--- src/tup_pkg.sv ---
package tup_pkg;

  // Parse phase of the string that is being read.
  typedef enum logic [1:0] {
    PH_START  = 2'd0,
    PH_SIGN   = 2'd1,
    PH_ZERO   = 2'd2,
    PH_DIGITS = 2'd3
  } tup_phase_t;

  // Parse state that is carried from one word to the next (the accumulator is apart).
  typedef struct packed {
    tup_phase_t  phase;
    logic        negative;
    logic        failed;
    logic [4:0]  active_base;
  } tup_state_t;

  // Character codes.
  localparam logic [7:0] CH_ZERO  = 8'h30;
  localparam logic [7:0] CH_NINE  = 8'h39;
  localparam logic [7:0] CH_PLUS  = 8'h2B;
  localparam logic [7:0] CH_MINUS = 8'h2D;
  localparam logic [7:0] CH_LC_X  = 8'h78;
  localparam logic [7:0] CH_LC_B  = 8'h62;
  localparam logic [7:0] CH_LC_O  = 8'h6F;
  localparam logic [7:0] CASE_BIT = 8'h20;

  // Bases.
  localparam logic [4:0] BASE_AUTO = 5'd0;
  localparam logic [4:0] BASE_BIN  = 5'd2;
  localparam logic [4:0] BASE_OCT  = 5'd8;
  localparam logic [4:0] BASE_DEC  = 5'd10;
  localparam logic [4:0] BASE_HEX  = 5'd16;

  // Reset value of the radix register.
  localparam logic [4:0] RADIX_RESET = BASE_DEC;

  // Digit value 0 to 15 of a character, or 16 for anything that is no digit.
  function automatic logic [4:0] digit_of(input logic [7:0] c);
    logic [7:0] d;
    d = 8'd16;
    if (c >= CH_ZERO && c <= CH_NINE) begin
      d = c - CH_ZERO;
    end else if (c >= 8'h61 && c <= 8'h66) begin
      d = c - 8'h61 + 8'd10;
    end else if (c >= 8'h41 && c <= 8'h46) begin
      d = c - 8'h41 + 8'd10;
    end
    return d[4:0];
  endfunction

endpackage

--- src/tup_in_stage.sv ---
module tup_in_stage (
  input  logic       clk,
  input  logic       rst,
  input  logic       in_valid,
  output logic       in_ready,
  input  logic [7:0] char_code,
  input  logic       last,
  input  logic       advance,
  output logic       hold_valid,
  output logic [7:0] hold_char,
  output logic       hold_last
);

  // The register may take a new word when it is empty or is emptied in this cycle.
  assign in_ready = !hold_valid || advance;

  // Valid flag of the held word.
  always_ff @(posedge clk) begin
    if (rst) begin
      hold_valid <= 1'b0;
    end else if (in_ready) begin
      hold_valid <= in_valid;
    end
  end

  // Payload of the held word.
  always_ff @(posedge clk) begin
    if (in_valid && in_ready) begin
      hold_char <= char_code;
      hold_last <= last;
    end
  end

endmodule

--- src/tup_step.sv ---
module tup_step #(
  parameter int VALUE_BITS = 16
) (
  input  tup_pkg::tup_state_t    st,
  input  logic [VALUE_BITS-1:0]  accum,
  input  logic [7:0]             c,
  input  logic                   is_last,
  input  logic [4:0]             radix,
  output tup_pkg::tup_state_t    st_next,
  output logic [VALUE_BITS-1:0]  accum_next,
  output logic [15:0]            res_value,
  output logic                   res_ok
);
  import tup_pkg::*;

  tup_phase_t            ph;
  logic [4:0]            base;
  logic                  neg;
  logic                  fail;
  logic                  take;
  logic                  consumed;
  logic [7:0]            c_lc;
  logic [4:0]            dig;
  logic                  digit_bad;
  logic [VALUE_BITS+4:0] prod;
  logic [VALUE_BITS+5:0] sum;
  logic                  ovf;
  logic [VALUE_BITS-1:0] acc_new;
  logic                  fail_new;
  logic                  ok;
  logic [VALUE_BITS+15:0] acc_wide;

  assign c_lc = c | CASE_BIT;

  // Sign, leading zero and prefix handling.
  always_comb begin
    ph       = st.phase;
    base     = st.active_base;
    neg      = st.negative;
    fail     = st.failed;
    take     = 1'b0;
    consumed = 1'b0;
    if (!st.failed) begin
      if (ph == PH_START) begin
        base = radix;
        if (c == CH_PLUS || c == CH_MINUS) begin
          neg      = (c == CH_MINUS);
          consumed = 1'b1;
        end
        ph = PH_SIGN;
      end
      if (!consumed) begin
        unique case (ph)
          PH_START: begin
            take = 1'b0;
          end
          PH_SIGN: begin
            if (c == CH_ZERO) begin
              ph = PH_ZERO;
            end else begin
              if (base == BASE_AUTO) begin
                base = BASE_DEC;
              end
              ph   = PH_DIGITS;
              take = 1'b1;
            end
          end
          PH_ZERO: begin
            ph = PH_DIGITS;
            if (base == BASE_AUTO) begin
              if (c_lc == CH_LC_X) begin
                base = BASE_HEX;
              end else if (c_lc == CH_LC_B) begin
                base = BASE_BIN;
              end else if (c_lc == CH_LC_O) begin
                base = BASE_OCT;
              end else if (c >= CH_ZERO && c <= CH_NINE) begin
                base = BASE_DEC;
                take = 1'b1;
              end else begin
                fail = 1'b1;
              end
            end else begin
              take = 1'b1;
            end
          end
          PH_DIGITS: begin
            take = 1'b1;
          end
        endcase
      end
    end
  end

  // Digit check and multiply-accumulate with an overflow test.
  assign dig       = digit_of(c);
  assign digit_bad = dig[4] || (dig >= base) || (base == BASE_AUTO);
  assign prod      = accum * base;
  assign sum       = {1'b0, prod} + (VALUE_BITS+6)'(dig);
  assign ovf       = |sum[VALUE_BITS+5:VALUE_BITS];

  always_comb begin
    acc_new  = accum;
    fail_new = fail;
    if (take) begin
      if (digit_bad || ovf) begin
        fail_new = 1'b1;
      end else begin
        acc_new = sum[VALUE_BITS-1:0];
      end
    end
  end

  // Result of a final word; a negative zero is accepted.
  assign ok = !fail_new && ph != PH_SIGN && ph != PH_START && !(neg && acc_new != '0);
  assign acc_wide  = {16'b0, acc_new};
  assign res_ok    = ok;
  assign res_value = ok ? acc_wide[15:0] : 16'b0;

  // The state returns to its start after the final word of a string.
  always_comb begin
    if (is_last) begin
      st_next.phase       = PH_START;
      st_next.negative    = 1'b0;
      st_next.failed      = 1'b0;
      st_next.active_base = BASE_AUTO;
      accum_next          = '0;
    end else begin
      st_next.phase       = ph;
      st_next.negative    = neg;
      st_next.failed      = fail_new;
      st_next.active_base = base;
      accum_next          = acc_new;
    end
  end

endmodule

--- src/text_to_u16_parser_top.sv ---
// Channel   Direction  Handshake              Payload
// input     in         in_valid / in_ready    char_code[7:0], last
// result    out        out_valid / out_ready  value[15:0], ok
// config    in         cfg_write_en           cfg_write_data[4:0] (radix)
//
// One character word is taken each cycle unless a held final word waits on a full
// result register. The parse step sits between the input register and the state
// and result registers, so a final word passes the input register and then the
// result register. Reset (rst, synchronous) empties both registers, sets the radix
// to ten and clears the parse state.
// A result waiting on out_ready stalls only a later final word; other words go on.
module text_to_u16_parser_top #(
  parameter int VALUE_BITS = 16
) (
  input  logic        clk,
  input  logic        rst,
  input  logic        in_valid,
  output logic        in_ready,
  input  logic [7:0]  char_code,
  input  logic        last,
  output logic        out_valid,
  input  logic        out_ready,
  output logic [15:0] value,
  output logic        ok,
  input  logic        cfg_write_en,
  input  logic [4:0]  cfg_write_data
);
  import tup_pkg::*;

  logic                  hold_valid;
  logic [7:0]            hold_char;
  logic                  hold_last;
  logic                  advance;
  logic [4:0]            radix;
  tup_state_t            st;
  tup_state_t            st_next;
  logic [VALUE_BITS-1:0] accum;
  logic [VALUE_BITS-1:0] accum_next;
  logic [15:0]           res_value;
  logic                  res_ok;

  // Input register.
  tup_in_stage u_in (
    .clk       (clk),
    .rst       (rst),
    .in_valid  (in_valid),
    .in_ready  (in_ready),
    .char_code (char_code),
    .last      (last),
    .advance   (advance),
    .hold_valid(hold_valid),
    .hold_char (hold_char),
    .hold_last (hold_last)
  );

  // One parse step on the held word.
  tup_step #(
    .VALUE_BITS(VALUE_BITS)
  ) u_step (
    .st        (st),
    .accum     (accum),
    .c         (hold_char),
    .is_last   (hold_last),
    .radix     (radix),
    .st_next   (st_next),
    .accum_next(accum_next),
    .res_value (res_value),
    .res_ok    (res_ok)
  );

  // A held word moves on unless it is final and the result register is still full.
  assign advance = hold_valid && (!hold_last || !out_valid || out_ready);

  // Radix register.
  always_ff @(posedge clk) begin
    if (rst) begin
      radix <= RADIX_RESET;
    end else if (cfg_write_en) begin
      radix <= cfg_write_data;
    end
  end

  // Parse state registers.
  always_ff @(posedge clk) begin
    if (rst) begin
      st.phase       <= PH_START;
      st.negative    <= 1'b0;
      st.failed      <= 1'b0;
      st.active_base <= BASE_AUTO;
      accum          <= '0;
    end else if (advance) begin
      st    <= st_next;
      accum <= accum_next;
    end
  end

  // Result register.
  always_ff @(posedge clk) begin
    if (rst) begin
      out_valid <= 1'b0;
    end else if (advance && hold_last) begin
      out_valid <= 1'b1;
    end else if (out_ready) begin
      out_valid <= 1'b0;
    end
  end

  always_ff @(posedge clk) begin
    if (advance && hold_last) begin
      value <= res_value;
      ok    <= res_ok;
    end
  end

  // A failed parse never reports a value.
  assert property (@(posedge clk) disable iff (rst) out_valid && !ok |-> value == 16'b0)
    else $error("failed result carries a nonzero value");

  // The parse state is back at its start after a final word.
  assert property (@(posedge clk) disable iff (rst)
    advance && hold_last |=> st.phase == PH_START && accum == '0 && !st.failed)
    else $error("parse state not cleared after final word");

  // A new result is only loaded from a final word.
  assert property (@(posedge clk) disable iff (rst)
    $rose(out_valid) |-> $past(advance && hold_last))
    else $error("result appeared without a final word");

  // A held word that cannot move on is kept.
  assert property (@(posedge clk) disable iff (rst)
    hold_valid && !advance |=> hold_valid && $stable(hold_char) && $stable(hold_last))
    else $error("held word lost while stalled");

  // Once a string has failed, the accumulator no longer changes.
  assert property (@(posedge clk) disable iff (rst)
    st.failed && advance && !hold_last |=> $stable(accum) && st.failed)
    else $error("accumulator changed after a failure");

endmodule

--- config.mk ---
export PLATFORM = sky130hd
export DESIGN_NAME = text_to_u16_parser_top
export DESIGN_NICKNAME = d
export VERILOG_FILES = /design/src/tup_pkg.sv /design/src/tup_in_stage.sv /design/src/tup_step.sv /design/src/text_to_u16_parser_top.sv
export SDC_FILE = /design/constraint.sdc
export NUM_CORES = 1
export LEC_CHECK = 0
export BUFFER_PORTS_ARGS = -buffer_cell sky130_fd_sc_hd__buf_2
export CORE_MARGIN = 8
export CORE_UTILIZATION = 30
export DETAILED_ROUTE_END_ITERATION = 6
export PLACE_DENSITY = 0.51
export REMOVE_ABC_BUFFERS = 1
export SLEW_MARGIN = 20
export SYNTH_ARGS = -nofsm -noshare
export SYNTH_HDL_FRONTEND = slang
export SYNTH_HIERARCHICAL = 1
export SYNTH_SLANG_ARGS = --single-unit
--- constraint.sdc ---
create_clock -name clk -period 7.94 [get_ports clk]
set_input_delay 1.588 -clock clk [delete_from_list [all_inputs] [get_ports clk]]
set_output_delay 1.588 -clock clk [all_outputs]
set_load 0.02 [all_outputs]
# After elaboration in Yosys (flattened, before gate mapping)
# Index checks and enable logic that the tools add are counted.
[totals]
ff_bits = 58
out_inout_bits = 19
[classes]
eq_ne = 10
multipliers = 1
n_lt_le_gt_ge = 7
add_sub_neg = 6
reduce_logical = 30
mux = 52
[op_table]
columns = ["operator", "count"]
rows = [
  ["two-way mux 5 bit", 14],
  ["two-way mux 16 bit", 3],
  ["two-way mux 1 bit", 27],
  ["equality test 8 x 6 -> 1 bit, second input constant", 3],
  ["adder 21 x 5 -> 22 bit", 1],
  ["equality test 7 x 6 -> 1 bit, second input constant", 3],
  ["multiplier 16 x 5 -> 21 bit", 1],
  [">= comparator 8 x 7 -> 1 bit, second input constant", 2],
  ["less-or-equal comparator 8 x 7 -> 1 bit, second input constant", 2],
  ["nonzero test 16 bit", 1],
  ["adder 5 x 4 -> 5 bit, second input constant", 2],
  ["logical AND 1 bit", 10],
  ["logical NOT 5 bit", 2],
  ["case mux 5 bit (2 select lines)", 1],
  ["subtractor 5 x 1 -> 5 bit, second input constant", 2],
  ["two-way mux 9 bit", 1],
  [">= comparator 8 x 6 -> 1 bit, second input constant", 1],
  ["less-or-equal comparator 8 x 6 -> 1 bit, second input constant", 1],
  ["two-way mux 2 bit", 4],
  ["logical OR 1 bit", 7],
  ["OR reduction 6 bit", 1],
  [">= comparator 5 bit", 1],
  ["logical NOT 1 bit", 5],
  ["subtractor 5 bit, second input constant", 1],
  ["7 further kinds", 10],
]

# Logic depth before layout (Yosys ltp)
# Gate-level depths: netlist of run 1.
[depth]
depth_word = 21
mapped_depth = 28

# Modules after synthesis
# The synthesis of run 1 kept the hierarchy.
[modules_own_cells]
columns = ["module", "seq_area_each_um2", "cells_each", "instances", "area_each_um2"]
rows = [
  ["tup_step", 0.0, 583, 1, 4269.1],
  ["text_to_u16_parser_top", 1131.1, 148, 1, 1884.3],
  ["tup_in_stage", 290.3, 14, 1, 325.3],
]

# Worst setup path before layout of run 1
# No wires, ideal clock.
[synth_path]
path_kind = "register -> register"
from = "register u_in.hold_char[4]"
to = "register accum[7]"
path_stages_with_launch = 24
slack_ns = 1.606
period_less_slack_ns = 6.334
arrival_time_ns = 6.262
t_required_ns = 7.868
path_cell_list = "edfxtp_1 > or3b_1 > or4b_1 > a311o_1 > a21oi_2 > clkbuf_1 > nand2_1 > fa_1 > fa_1 > fa_1 > inv_1 > ha_1 > o21ai_0 > o21ai_0 > and3_1 > o41ai_1 > o21ai_0 > xor2_1 > nor4_4 > buf_6 > nand3_1 > a21oi_1 > nand2b_1 > mux2i_1"
[synth_between]
elab_chain_cells = 17
elab_cells_between_ends = 56
classes_between = "add/sub (6); mul (1); order compare (7); eq/ne (6); mux (27); reduce/logical (9)"
[synth_lines]
columns = ["element", "line", "text"]
rows = [
  ["start, declared", "tup_in_stage.sv:10", "output logic [7:0] hold_char,"],
  ["start signal, assigned", "tup_in_stage.sv:29", "hold_char <= char_code;"],
  [">= comparator 8 x 6 -> 1 bit / less-or-equal comparator 8 x 6 -> 1 bit (equally long branches)", "tup_pkg.sv:43, tup_step.sv:77", ""],
  ["logical AND 1 bit", "tup_pkg.sv:43, tup_step.sv:77", ""],
  ["two-way mux 5 bit", "tup_step.sv:77", "end else if (c >= CH_ZERO && c <= CH_NINE) begin"],
  ["two-way mux 5 bit", "tup_step.sv:75", "end else if (c_lc == CH_LC_O) begin"],
  ["two-way mux 5 bit", "tup_step.sv:73", "end else if (c_lc == CH_LC_B) begin"],
  ["two-way mux 5 bit", "tup_step.sv:71", "if (c_lc == CH_LC_X) begin"],
  ["two-way mux 5 bit", "tup_step.sv:70", "if (base == BASE_AUTO) begin"],
  ["case mux 5 bit (2 select lines)", "tup_step.sv:53", "unique case (ph)"],
  ["(+2 left out)", "n/a", ""],
  ["multiplier 16 x 5 -> 21 bit / >= comparator 5 bit (equally long branches)", "tup_step.sv:98, tup_step.sv:97", ""],
  ["adder 21 x 5 -> 22 bit / logical OR 1 bit (equally long branches)", "tup_step.sv:99, tup_step.sv:97", ""],
  ["OR reduction 6 bit / logical OR 1 bit (equally long branches)", "tup_step.sv:100, tup_step.sv:97", ""],
  ["logical OR 1 bit", "tup_step.sv:106", "if (digit_bad || ovf) begin"],
  ["two-way mux 16 bit", "tup_step.sv:106", ""],
  ["two-way mux 16 bit (*)", "tup_step.sv:105", "if (take) begin"],
  ["two-way mux 16 bit (*)", "tup_step.sv:122", "if (is_last) begin"],
  ["named net accum_next[7]", "text_to_u16_parser_top.sv:38", "logic [VALUE_BITS-1:0] accum_next;"],
  ["end signal, assigned", "text_to_u16_parser_top.sv:93", "accum <= accum_next;"],
  ["end, declared", "text_to_u16_parser_top.sv:37", "logic [VALUE_BITS-1:0] accum;"],
]
# Mark *: on every way through the listed nets, which the timed path passes. The rest lies on a longest branch. The select of a mux whose other input is x is not followed.
# A chain may end at the register's enable or synchronous reset.

# Final worst setup path of run 1
[layout_path]
from = "register u_in.hold_char[0]"
to = "register accum[7]"
# Same word-level chain as after synthesis.

==> impl_metrics.json, run 1 <==
{
  "cts_sinks": 58,
  "final_common_cell": "inv_1",
  "crit_family": "adder cells",
  "synth_enable_flop_cells": 26,
  "syn_area_per_cell_um2": 8.70,
  "power_density_nw_per_um2": 131,
  "post-cts-setup-buffers": 0,
  "grt_max_degree": 58,
  "ir_drop_v": 0.000102,
  "ant_nets": 0,
  "finalClockSkew_ns": 0.0168,
  "grt_pass1_wl_um": 28000,
  "fin_crit_sh_pct": 88.3,
  "yosysUniqueCellTypes": 68,
  "wl_met1_um": 8040,
  "path_max_fanout": 23,
  "n_antenna_cell": 0,
  "mostFrequentLayoutCells": "inv_1, and2_1, nand2b_1",
  "final-setup-viol-count": 0,
  "antenna_found_initial": 0,
  "fp.dieW_um": 163,
  "drt-total-wl_um": 17200,
  "ctsResizeCount": 0,
  "h-tree-depth": 3,
  "finalPower_mw": 0.952,
  "crit_path_start_kind": "register",
  "tns_ns": 0,
  "cts_root_buffer": "clkbuf_16",
  "fin_util_pct": 34.4,
  "postSynthCellCount": 745,
  "port-buffer-count": 37,
  "tightest_slew_ns": 0.949,
  "vias": 5212,
  "grt_usage_pct": 13.3,
  "drt_iter0_markers": 339,
  "grt-ovfl-total": 0,
  "end_kind": "register",
  "core_um2": 21100,
  "place_hpwl_um": 12600,
  "dr.pass1.iters": 4,
  "status": "finished clean",
  "ys_ff_latch": 58,
  "wl_met3_um": 718,
  "synthesis.area_um2": 6480,
  "maxCapViolCount": 0,
  "relSlewSlack_pct": 36.8,
  "initial_core_util_pct": 30.7,
  "viasPerCell": 4.96,
  "max_stage_delay_ns": 0.54,
  "cp_data_required_time_ns": 8.20,
  "multi_input_area_um2": 4580,
  "worst_slack_ns": 0.926,
  "fillers": 2210,
  "ys.flop_type": "dfxtp_1",
  "fp.dieH_um": 163,
  "path_class": "register to register",
  "wl_met2_um": 8030,
  "grt_pass1_vias": 5170,
  "arrival_ns": 7.27,
  "fp-row-count": 53,
  "ios": 38,
  "clk_latency_ns": 0.34,
  "drcViolationCount": 0,
  "layout_min_cycle_time_ns": 7.01,
  "path_buf_inv": 5,
  "nNetsFinal": 888,
  "grt_setup_unrepaired": "false",
  "yosysWarnings": 6,
  "clk_pin_slew_ns": 0.06,
  "hold_violations": 0,
  "dieArea_um2": 26600,
  "async_flop_share_pct": 0,
  "yosysSeqAreaShare_pct": 21.9,
  "hp-class": "register to register",
  "hold_buffers": 0,
  "drv_slew": 0,
  "seq_area_um2": 1420,
  "max_freq_mhz": 143,
  "dp_slack_ns": 0.975,
  "layout-drive-gt1-share_pct": 10.2,
  "crit_slowest_cell": "fa_1",
  "syn2layout_area_growth_pct": 12.1,
  "gp_congestion": 0.837,
  "top_layer_used": "met4",
  "power.leakage_nw": 3.26,
  "numCtsBuffers": 9,
  "clockBufferDepth": 2,
  "wl_per_cell_um": 16.3,
  "cts_tree": "built"
}
[synth_stat cells, types with 5 or more instances]
master | instances | area (µm²)
a22oi_1 | 8 | 60.1
inv_1 | 83 | 312
nor4_1 | 9 | 56.3
nand2_1 | 55 | 206
fa_1 | 47 | 941
ha_1 | 52 | 651
dfxtp_1 | 32 | 641
and2_1 | 66 | 413
clkbuf_1 | 26 | 97.6
or4_1 | 7 | 52.6
mux2i_1 | 37 | 370
edfxtp_1 | 26 | 781
xnor2_1 | 12 | 105
nand3_1 | 5 | 25.0
o21ai_0 | 25 | 125
a21oi_1 | 45 | 225
or3_1 | 5 | 31.3
nand4_1 | 7 | 43.8
nand2b_1 | 59 | 369
nor2_1 | 44 | 165
a21o_1 | 8 | 60.1
[sequential cells by signal (all words and copies together), names as in the netlist]
name             flops
accum               16
ok                   1
out_valid            1
radix                5
st                   9
u_in/hold_char       8
u_in/hold_last       1
u_in/hold_valid      1
value               16
[path summary, 6_finish.rpt]
kind                                         from       end  slack (ns)  depth (start not counted)
worst max register to register  u_in/hold_char[0]  accum[7]        0.93                         27
worst max-delay path            u_in/hold_char[0]  accum[7]        0.93                         27
worst min register to register              st[6]     st[6]        0.48                          2
worst min-delay path                        st[6]     st[6]        0.48                          2
[kinds of logic (layout without fill, tap and decap cells)]
family | Yosys count | in the layout | share of synthesized area [%]
DFF | 58 | 58 | 21.9
buffers and inverters | 116 | 146 | 7.53
muxes | 40 | 40 | 6.24
adders and majority gates | 99 | 99 | 24.6
xor gates and xnor gates | 16 | 16 | 2.16
and+or+nand+nor | 288 | 288 | 25.0
AOI/OAI and AO/OA | 128 | 128 | 12.6
[per-stage QoR]
stage               std cells  hold WS (ns)  instance area (µm²)
floorplan                 712         0.448                 6300
global placement         1034         0.463                 6910
detailed placement       1034         0.465                 6910
CTS                      1050         0.480                 7260
global route             1050         0.487                 7260
finish                   1050         0.479                 7260
[power breakdown]
part	internal, mW	leakage [nW]	switching, mW
combinational	0.0525	2.58	0.0985
clock	0.309	0.170	0.158
sequential	0.323	0.508	0.0115
total	0.684	3.26	0.268
[layout make-up]
class,instances,area share [%]
clock inverter,7,1.72
sequential,58,19.6
clock buffer,9,3.10
multi-input combinational,571,63.0
inverter,83,4.29
timing repair buffer,47,3.58
tap,275,4.74
[worst min-delay path, delay by kind of cell, from the launching register on]
family           cells  cell delay, ns
multiplexers         1            0.06
flip-flops           1            0.31
AND/OR/NAND/NOR      1            0.07
[routing by layer]
metal  GRT usage [%]  vias up
li1                -     2568
met1            17.6     2506
met2            21.7      113
met3            2.10       25
met4            4.38        0
met5               0        -
No activity file was read; power rests on OpenSTA's default activity.
==> inputs of run 2 (changes only) <==
REMOVE_ABC_BUFFERS = default   (was 1)
==> run 2 against run 1 <==
Against the previous run: clock power fell by 9.0%; core utilization shrank 0.14 points; hold slack improved by 0.0033 ns; sequential cell count unchanged; register-to-register slack worse by 0.07 ns; non-clock buffer count fell by 2; sequential power hardly changed; final area down 0.41%; first-iteration DRC count shrank 22%; sequential share of layout area grew 0.081 points; fmax fell by 1.0%; power down 5.6%; critical path type unchanged; critical endpoint is now accum[14]; largest power group unchanged.
==> impl_metrics.json, run 2 (synthesis results as in run 1) <==
{
  "status": "finished clean",
  "tightest_slew_ns": 0.791,
  "vias": 5158,
  "p_sw_mw": 0.246,
  "use_met2_pct": 22.0,
  "ir_drop_v": 0.000110,
  "seqPwrFrac_pct": 37.0,
  "cts_sinks": 58,
  "drt_iter0_markers": 263,
  "drcViolationCount": 0,
  "numCtsBuffers": 9,
  "whs_endpoint": "st[6]",
  "layout-drive-gt1-share_pct": 9.96,
  "initial_core_util_pct": 30.7,
  "antenna_found_initial": 0,
  "clk_latency_ns": 0.34,
  "place_hpwl_um": 12700,
  "max_stage_delay_ns": 0.60,
  "finalClockSkew_ns": 0.00653,
  "wl_per_cell_um": 16.0,
  "hold-worst-slack_ns": 0.482,
  "ctsResizeCount": 0,
  "r2r_cells": 22,
  "dp.cells": 1032,
  "grt_pass1_vias": 5263,
  "crit_slowest_cell": "a21oi_2",
  "cp_data_required_time_ns": 8.21,
  "power_density_nw_per_um2": 124,
  "final-setup-viol-count": 0,
  "dr.pass1.iters": 4,
  "netSwitchingFraction_pct": 27.4,
  "fp.dieW_um": 163,
  "ant_nets": 0,
  "core_um2": 21100,
  "fp-row-count": 53,
  "relSlewSlack_pct": 47.3,
  "arrival_ns": 7.36,
  "finalPower_mw": 0.899,
  "nNetsFinal": 886,
  "fin_crit_sh_pct": 89.3,
  "reg2reg_to": "accum[14]",
  "drv_slew": 0,
  "grt-ovfl-total": 0,
  "largestRegisters": "accum x16, value x16, st x9",
  "path_max_fanout": 23,
  "ios": 38,
  "mostFrequentLayoutCells": "inv_1, and2_1, nand2b_1",
  "tns_ns": 0,
  "hold_violations": 0,
  "drt-total-wl_um": 16800,
  "clk_pin_slew_ns": 0.06,
  "syn_nets": 863,
  "grt_setup_unrepaired": "false",
  "dieArea_um2": 26600,
  "grt-busiest-layer": "met2",
  "cts_tree": "built",
  "final_common_cell": "inv_1",
  "layout_min_cycle_time_ns": 7.09,
  "clockPowerShare_pct": 47.3,
  "clockBufferDepth": 2,
  "path_class": "register to register",
  "maxCapViolCount": 0,
  "p_int_mw": 0.653,
  "hold_depth": 2,
  "port-buffer-count": 37,
  "end_kind": "register",
  "r2r_start": "u_in/hold_char[4]",
  "max_freq_mhz": 141,
  "grt_pass1_wl_um": 28000,
  "syn2layout_area_growth_pct": 11.7,
  "min_from": "st[6]",
  "hold_buffers": 0,
  "use_met3_pct": 2.76,
  "viasPerCell": 4.92,
  "p_comb_share_pct": 15.7,
  "gp_congestion": 0.873,
  "fin_util_pct": 34.3,
  "crit_chain": "or3b_1 > or4b_1 > a311o_1 > a21oi_2 > nand2_1 > fa_1 > fa_1 > fa_1 > inv_1 > ha_1 > o21ai_0 > o21ai_0 > and3_1 > o41ai_1 > o21ai_0 > xor2_1 > nor4_4 > buf_4 > nand2_1 > a21oi_1 > nand2b_1 > mux2i_1",
  "crit_path_start_kind": "register",
  "stdcell_count": 1048,
  "power.leakage_nw": 3.25,
  "grt_usage_pct": 13.2,
  "cts_root_buffer": "clkbuf_16",
  "use_met1_pct": 17.1,
  "h-tree-depth": 3,
  "fp.dieH_um": 163,
  "reg2reg_slack_ns": 0.85,
  "grt_max_degree": 58,
  "post-cts-setup-buffers": 0,
  "n_antenna_cell": 0,
  "hp-class": "register to register"
}
run 2: cell count changes in the layout (fill, tap and decap cells not counted), sizes merged:
| cell | previous run | this run |
|---|---|---|
| clkbuf | 9 | 11 |
| bufinv | 3 | 1 |
| buf | 47 | 45 |
run 2: critical path, delay by kind of cell, from the launching register on:
kind / cells / cell delay (ns)
buf+inv: 2 / 0.38
compound gates: 7 / 2.09
flops: 1 / 0.46
xor+xnor: 1 / 0.22
simple gates: 7 / 1.84
fa+ha+maj: 4 / 1.91
mux: 1 / 0.12
run 2: power groups by stage:
stage                     Combinational, mW  Clock (mW)  Sequential [mW]
after floorplan                      0.0981           0            0.338
after global placement                0.141           0            0.339
after detailed placement              0.143           0            0.339
after CTS                             0.143       0.435            0.333
after global routing                  0.158       0.446            0.335
final                                 0.141       0.425            0.332
run 2: layout make-up:
cell class | count | area, µm²
Multi-Input combinational cell | 571 | 4580
Clock inverter | 5 | 56.3
Sequential cell | 58 | 1420
Inverter | 83 | 312
Timing Repair Buffer | 45 | 245
Clock buffer | 11 | 275
Tap cell | 275 | 344
Fill cell | 2253 | 13900
run 2: worst max-delay path by stage:
stage          depth (start not counted)   endpoint  slack [ns]         startpoint
2_1_floorplan                         23   accum[7]        1.61  u_in/hold_char[4]
3_3_place_gp                          21   value[0]        0.80  u_in/hold_char[4]
3_5_place_dp                          22  accum[14]        0.85  u_in/hold_char[4]
4_1_cts                               22  accum[14]        0.80  u_in/hold_char[4]
5_1_grt                               23  accum[14]        0.26  u_in/hold_char[4]
6_report                              22  accum[14]        0.85  u_in/hold_char[4]
run 2: metal layers:
metal | share of wire (%) | wire length, µm | up-vias
met4 | 1.6 | 262 | 0
met3 | 3.7 | 627 | 18
met1 | 48 | 7990 | 2477
li1 | - | - | 2574
met5 | 0 | 0 | -
met2 | 47 | 7940 | 89
run 2: metrics by stage:
step	setup slack, ns	cell area, µm²
floorplan	1.61	6480
global placement	0.795	6900
detailed placement	0.847	6900
CTS	0.804	7230
global route	0.258	7230
finish	0.853	7230
